`src/hdl/mta_ram.sv`:
```
module mta_ram #(
   parameter int WIDTH  = 16,
   parameter int DEPTH  = 32,
   parameter int ADDR_W = 5
) (
   input  logic              clock,
   input  logic              wr_en,
   input  logic [ADDR_W-1:0] wr_addr,
   input  logic [WIDTH-1:0]  wr_data,
   input  logic [ADDR_W-1:0] rd_addr,
   output logic [WIDTH-1:0]  rd_data
);

   logic [WIDTH-1:0] mem [DEPTH];

   always_ff @(posedge clock) begin
      if (wr_en) begin
         mem[wr_addr] <= wr_data;
      end
      rd_data <= mem[rd_addr];
   end

endmodule

```
`config.mk`:
```
export PLATFORM = sky130hd
export DESIGN_NAME = mta_ram
export DESIGN_NICKNAME = d
export VERILOG_FILES = /design/src/hdl/mta_ram.sv
export SDC_FILE = /design/constraint.sdc
export NUM_CORES = 1
export LEC_CHECK = 0
export BUFFER_PORTS_ARGS = -buffer_cell sky130_fd_sc_hd__buf_4
export CAP_MARGIN = 20
export CORE_MARGIN = 3
export CORE_UTILIZATION = 62
export CTS_CLUSTER_DIAMETER = 60
export DETAILED_ROUTE_END_ITERATION = 7
export MAX_ROUTING_LAYER = met4
export PLACE_DENSITY_LB_ADDON = 0.25
export SKIP_LAST_GASP = 1
export SLEW_MARGIN = 20
export SYNTH_ARGS = -nofsm -noshare
export SYNTH_HDL_FRONTEND = slang
export SYNTH_SLANG_ARGS = --single-unit
export TNS_END_PERCENT = 10
```
`constraint.sdc`:
```
create_clock -name clock -period 2.9 [get_ports clock]
set_input_delay 0.435 -clock clock [delete_from_list [all_inputs] [get_ports clock]]
set_output_delay 0.435 -clock clock [all_outputs]
set_load 0.1 [all_outputs]
```
* Word-level counts from Yosys, hierarchy flattened
Memory sizes are Yosys's and may differ from the RTL's. A register that Yosys moved wholly into a read port is not among the register bits.
Cells that the tools add are included.
Widths: inputs -> output; s select.
** Word-level totals
- Memories :: 1
- Bits in writable memories :: 512
- Register bits :: 0
** Memories
- mem :: depth 32, width 16, read ports 1, clocked after memory_dff 1, wr ports 1, line 14 : logic [WIDTH-1:0] mem [DEPTH];
** Operators by class
- Multiplexer cells :: 2
** Operators by type and width (number)
- $mux 1 :: 2

* Depth between registers and ports, before layout
Gate-level depths: netlist (run 1).
- Depth after elaboration :: 2
- Mapped depth :: 8
- Depth with buffers taken out :: 5

* Worst setup path before layout (run 1)
Ideal clock, no wire load.
- Path kind :: input to register
- Start point :: input port wr_addr[1]
- End point :: memory mem[12][0] (enable)
- Stages on the path :: 3
- Library setup time :: 388 ps
- Arrival time :: 1787 ps
- Required time :: 2512 ps
- Path slack :: 725 ps
- Cell sequence :: or3b_2 > clkbuf_1 > nor2_1
** RTL lines
- start: declaration :: line 8 : input logic [ADDR_W-1:0] wr_addr,
- end: declaration :: line 14
Straight into the memory's write port.

==> results of run 1 <==
## sequential cells by signal, summed over array words and instances, names as in the netlist
register	cells
mem	512
rd_data	16
## path summary, 6_finish.rpt
path | start | to | slack [ns] | depth (start not counted)
setup / recovery | rd_addr[2] | rd_data[6]$_DFF_P_ | 1.01 | 6
hold / removal | wr_data[0] | mem[31][0]$_DFFE_PP_ | 0.32 | 1
setup reg to reg | mem[5][11]$_DFFE_PP_ | rd_data[11]$_DFF_P_ | 1.37 | 5
hold reg to reg | mem[16][9]$_DFFE_PP_ | rd_data[9]$_DFF_P_ | 0.61 | 4
## critical path, cell delays in order
cell and delay, ns:
buf_4 0.12, and2_2 0.72, buf_4 0.43, a22oi_1 0.12, nand3_1 0.30, nand3_1 0.11
## through the flow
step	cells	utilization [%]	setup slack, ns	cell area [sq um]	hold slack, ns
floorplan	1143	-	0.725	20500	0.534
global placement	1620	65.6	0.518	21400	0.575
detailed placement	1620	65.6	0.493	21400	0.579
CTS	1712	70.7	1.06	23100	0.307
global route	1714	70.7	0.920	23100	0.311
finish	1714	70.7	1.01	23100	0.320
## area by class of cell
class / instances / area [sq um]
Sequential cell: 528 / 15700
Antenna cell: 2 / 5.00
Fill cell: 2046 / 9550
Clock buffer: 64 / 1360
Clock inverter: 28 / 307
Timing Repair Buffer: 102 / 836
Tap cell: 442 / 553
Multi-Input combinational cell: 548 / 4320
## metal layers
metal / up-vias / wire, microns / GRT usage, %
li1: 4733 / - / -
met1: 5385 / 18600 / 38.3
met2: 546 / 21800 / 41.0
met3: 63 / 4550 / 5.37
met4: 0 / 1220 / 7.73
met5: - / 0 / -
## logic make-up after synthesis
family / Yosys count / share of synthesized area [%]
DFF: 528 / 76.4
muxes: 256 / 12.5
and+or+nand+nor: 148 / 3.49
AOI/OAI and AO/OA: 144 / 4.97
buffers and inverters: 67 / 2.63
## cell usage in the layout, fill, tap and decap left out, drive strengths merged, types with 2 or more instances in the layout
master,count
nand4,16
a21oi,32
nor2,34
clkinv,19
a22o,32
or3b,3
nor3,16
a31oi,16
nand3,34
diode,2
nand2b,2
nor2b,2
clkbuf,64
nand3b,5
edfxtp,512
dfxtp,16
mux2i,256
a22oi,64
nand2,33
buf,102
bufinv,7
## cell usage after synthesis (all sizes together)
cell    instances
edfxtp        512
mux2i         256
a22oi          64
buf            55
nand3          34
nor2           34
nand2          33
a21oi          32
a22o           32
a31oi          16
dfxtp          16
nand4          16
nor3           16
clkbuf         12
nand3b          5
or3b            3
nand2b          2
nor2b           2
and2            1
or2             1
or3             1
## where the power goes
part / switching, mW / internal [mW]
clock network: 2.64 / 3.91
logic: 0.773 / 0.300
registers: 0.0504 / 8.48
total: 3.47 / 12.7
==> results.txt, run 1 <==
area leader, netlist - edfxtp_1
clk_lat worst skew - 0.56 ns
crit end category - flop
CTS max path bufs - 3
fin crit share - 65.0%
post-CTS setup buffer count - 0
DRC - 0
initial antenna violation count - 2
final setup vio count - 0
CTS Hold Bufs - 0
clk sink count - 528
vias per cell - 6.26
Initial Utilization - 63.0%
first-pass GRT wire length - 68400 microns
gr usage total - 27.1%
power after layout - 16.2 mW
critical path type - in2reg
GR Overflow Total - 0
Via Count - 10.7k
Nets - 1259
layout cells sized above 1 - 14.1%
Setup Skew - 0.0238 ns
dpl hpwl - 27900 microns
Clock transition at path regs - 0.06 ns
Root Buffer - clkbuf_16
Synth Register Bits - 528
TritonCTS clock tree - yes
Syn Nets - 1171
setup tns final - 0 ns
antenna-violating nets left - 0
Die Area - 35300 sq um
total power divided by cell area - 701 nW/um^2
min-delay worst type - in2reg
Fin. Hold Viols - 0
Die H - 188 microns
routability cong. - 0.880
Rel. slew slack - 40.5%
Worst Path Required - 3.32 ns
row count - 66
Die W - 188 microns
Pleak - 8.15 nW
vias in the first global route - 10.4k
drt first-iter violations - 1181
Worst Tran Pin Value - 0.893 ns
Area Overhead vs Synth - 12.3%
max cap viols - 0
H-tree lvl count - 2
port bufs - 43
core area - 32600 sq um
post-CTS sizing - 0
final wirelength - 46200 microns
Netlist cell types - 26
Routed WL per cell - 26.9 microns
number of top-level pins - 44
Yosys top cell area share - 74.9%
largest net degree at the start of global routing - 82
Mapped Cells - 1143
Max Fclk - 0.530 GHz
Num CTS Buffers - 51
sequential share of the synthesized area - 76.4%
RSZ-0062 raised after global routing - false
Mean Syn Cell Area - 18.0 sq um
fin. max-slew vios - 0
VDD IR-drop max - 0.586 mV
Worst EP arrival - 2.30 ns
status - finished clean
yosys warns - 0
Startpoint Class - primary input
DR pass1 iterations - 5
largest fanout on the critical path - 36
top post-synthesis cells by area - edfxtp_1 75%, mux2i_1 12%, a22oi_1 2.3%
min Tclk post-route - 1.89 ns
Cell Area, Synth - 20500 sq um
(Power assumes the default switching activity.)
==> run 2: changes to the inputs <==
--- a/config.mk
+++ b/config.mk
@@ -8,7 +8,7 @@
 export BUFFER_PORTS_ARGS = -buffer_cell sky130_fd_sc_hd__buf_4
 export CAP_MARGIN = 20
 export CORE_MARGIN = 3
-export CORE_UTILIZATION = 62
+export CORE_UTILIZATION = 56
 export CTS_CLUSTER_DIAMETER = 60
 export DETAILED_ROUTE_END_ITERATION = 7
 export MAX_ROUTING_LAYER = met4
==> constraint.sdc (replaced) <==
create_clock -name clock -period 1.6 [get_ports clock]
set_input_delay 0.24 -clock clock [delete_from_list [all_inputs] [get_ports clock]]
set_output_delay 0.24 -clock clock [all_outputs]
set_load 0.1 [all_outputs]
==> run 2 against run 1 <==
Effect of this change:
- power up 83%
- die area up 10%
- first-iteration DRC count down 28%
- clock power up 82%
- clock skew about the same
- core utilization down 3.6 points
- non-clock buffer count up 80
- sequential share of layout area down 2.8 points
- hold slack worse by 0.25 ns
==> results.txt, run 2 (synthesis results as in run 1) <==
final wirelength - 45500 microns (-1.4%)
clk_lat worst skew - 0.59 ns (+0.03 ns)
Via Count - 11.0k (+2.2%)
Die W - 197 microns (+5.1%)
DRC - 0 (unchanged)
Filler cells - 2337 (+14%)
min Tclk post-route - 1.59 ns
Post-DP Area - 22400 sq um (+4.6%)
fin. max-slew vios - 0 (unchanged)
gr usage total - 24.4% (-2.7 points)
vias per cell - 6.05 (-3.3%)
max cap viols - 0 (unchanged)
Initial Utilization - 57.3% (-5.6 points)
Net Switching - 6.43 mW (+86%)
Diodes inserted - 0 (-2)
port bufs - 43 (unchanged)
critical path type - reg2reg
Max Fclk - 0.629 GHz
largest fanout on the critical path - 1 (-97%)
initial antenna violation count - 0 (-2)
clock network fraction of design power - 40.4% (-0.2 points)
vias in the first global route - 11.1k (+5.9%)
Rel. slew slack - 69.2% (+29 points)
crit end category - flop
Worst Tran Pin Value - 0.458 ns (-0.434 ns)
Num CTS Buffers - 52 (+2.0%)
antenna-violating nets left - 0 (unchanged)
TritonCTS clock tree - yes
commonest non-fill, non-tap cells in the layout - 512 x edfxtp_1, 256 x mux2i_1, 150 x buf_4
min-delay worst type - in2reg
Startpoint Class - flop
Flop pwr share - 52.4% (-0.4 points)
number of top-level pins - 44 (unchanged)
post-place setup slack - -0.357 ns (-0.850 ns)
row count - 69 (+4.5%)
max FFs per register - 512 (unchanged)
cell area after layout - 24100 sq um (+4.3%)
Area Overhead vs Synth - 17.2%
dpl hpwl - 28700 microns (+2.7%)
Worst EP arrival - 2.11 ns (-0.19 ns)
Routed WL per cell - 25.1 microns (-6.7%)
RSZ-0062 raised after global routing - true
CTS Hold Bufs - 0 (unchanged)
largest net degree at the start of global routing - 34 (-59%)
final setup vio count - 0 (unchanged)
Largest regs - mem: 512 flops, rd_data: 16 flops
Root Buffer - clkbuf_16
status - finished clean
GR Overflow Total - 0 (unchanged)
Fin. Hold Viols - 0 (unchanged)
total power divided by cell area - 1230 nW/um^2 (+75%)
layout cells sized above 1 - 20.4% (+6.3 points)
Nets - 1340 (+6.4%)
clk sink count - 528 (unchanged)
PnR worst setup slack - 0.0107 ns (-1.00 ns)
Die Area - 39000 sq um (+10%)
Setup Skew - 0.0242 ns (+0.000385 ns)
CTS max path bufs - 3 (unchanged)
routability cong. - 0.814 (-7.5%)
Die H - 197 microns (+5.1%)
first-pass GRT wire length - 68000 microns (-0.60%)
commonest non-fill, non-tap cell in the layout - edfxtp_1
power after layout - 29.5 mW (+83%)
Combinational Power Share - 7.3% (+0.7 points)
drt first-iter violations - 845 (-28%)
core area - 35800 sq um (+9.8%)
Inst Count DP - 1719 (+6.1%)
Pleak - 8.64 nW (+6.0%)
H-tree lvl count - 2 (unchanged)
fin cells - 1812 (+5.7%)
Clock transition at path regs - 0.06 ns (about the same)
switch share - 21.8% (+0.36 points)
Worst Path Required - 2.12 ns (-1.20 ns)
largest reg by FF count - mem
fin crit share - 99.3%
VDD IR-drop max - 1.02 mV (+74%)
DR pass1 iterations - 7 (+2)
Pint - 23.1 mW (+82%)
[run 2: power by group through the flow]
stage	clock [mW]	combinational, mW	sequential (mW)
floorplan	0	0.871	16.1
global placement	0	2.11	15.7
detailed placement	0	2.14	15.7
CTS	12.1	2.16	15.4
global route	12.6	2.26	15.5
finish	11.9	2.15	15.4
[run 2: worst paths after layout]
path	slack, ns	start	cells after the start	endpoint
max	0.01	mem[1][0]$_DFFE_PP_	7	rd_data[0]$_DFF_P_
min reg2reg	0.59	mem[11][12]$_DFFE_PP_	4	rd_data[12]$_DFF_P_
max reg2reg	0.01	mem[1][0]$_DFFE_PP_	7	rd_data[0]$_DFF_P_
min	0.07	wr_data[14]	1	mem[9][14]$_DFFE_PP_
[run 2: per-stage QoR]
step                      util (%)  setup TNS (ns)  hold WS (ns)
after floorplan                  -          -49.47         0.339
after global placement        62.5          -10.94         0.586
after global routing          67.2         -0.0522        0.0702
after CTS                     67.2               0        0.0495
after detailed placement      62.5          -13.00         0.591
final                         67.2               0        0.0685
[run 2: layout make-up]
cell class / instances / area, sq um / share of cell area, %
multi-input combinational: 548 / 4370 / 18.1
timing repair buffer: 182 / 1760 / 7.32
clock inverter: 25 / 262 / 1.09
clock buffer: 68 / 1400 / 5.83
tap: 461 / 577 / 2.40
sequential: 528 / 15700 / 65.2
[run 2: repair_timing]
action	in CTS	in global routing
hold endpoints to repair	0	0
buffers inserted	0	0
setup endpoints to repair	1	3
gates resized for setup	1	0
[run 2: critical path, cell delays in order, from the launching register on]
cell,delay (ns)
edfxtp_1,0.32
mux2i_1,0.07
a22o_1,0.25
nor3_1,0.41
buf_4,0.19
a31oi_2,0.04
buf_4,0.17
nand3_1,0.07
[run 2: per-layer routing]
layer	vias up	track usage [%]	wire, microns
met2	402	38.9	22400
met3	92	3.91	2760
li1	4907	-	-
met1	5562	32.3	18900
met5	-	-	0
met4	0	8.60	1450
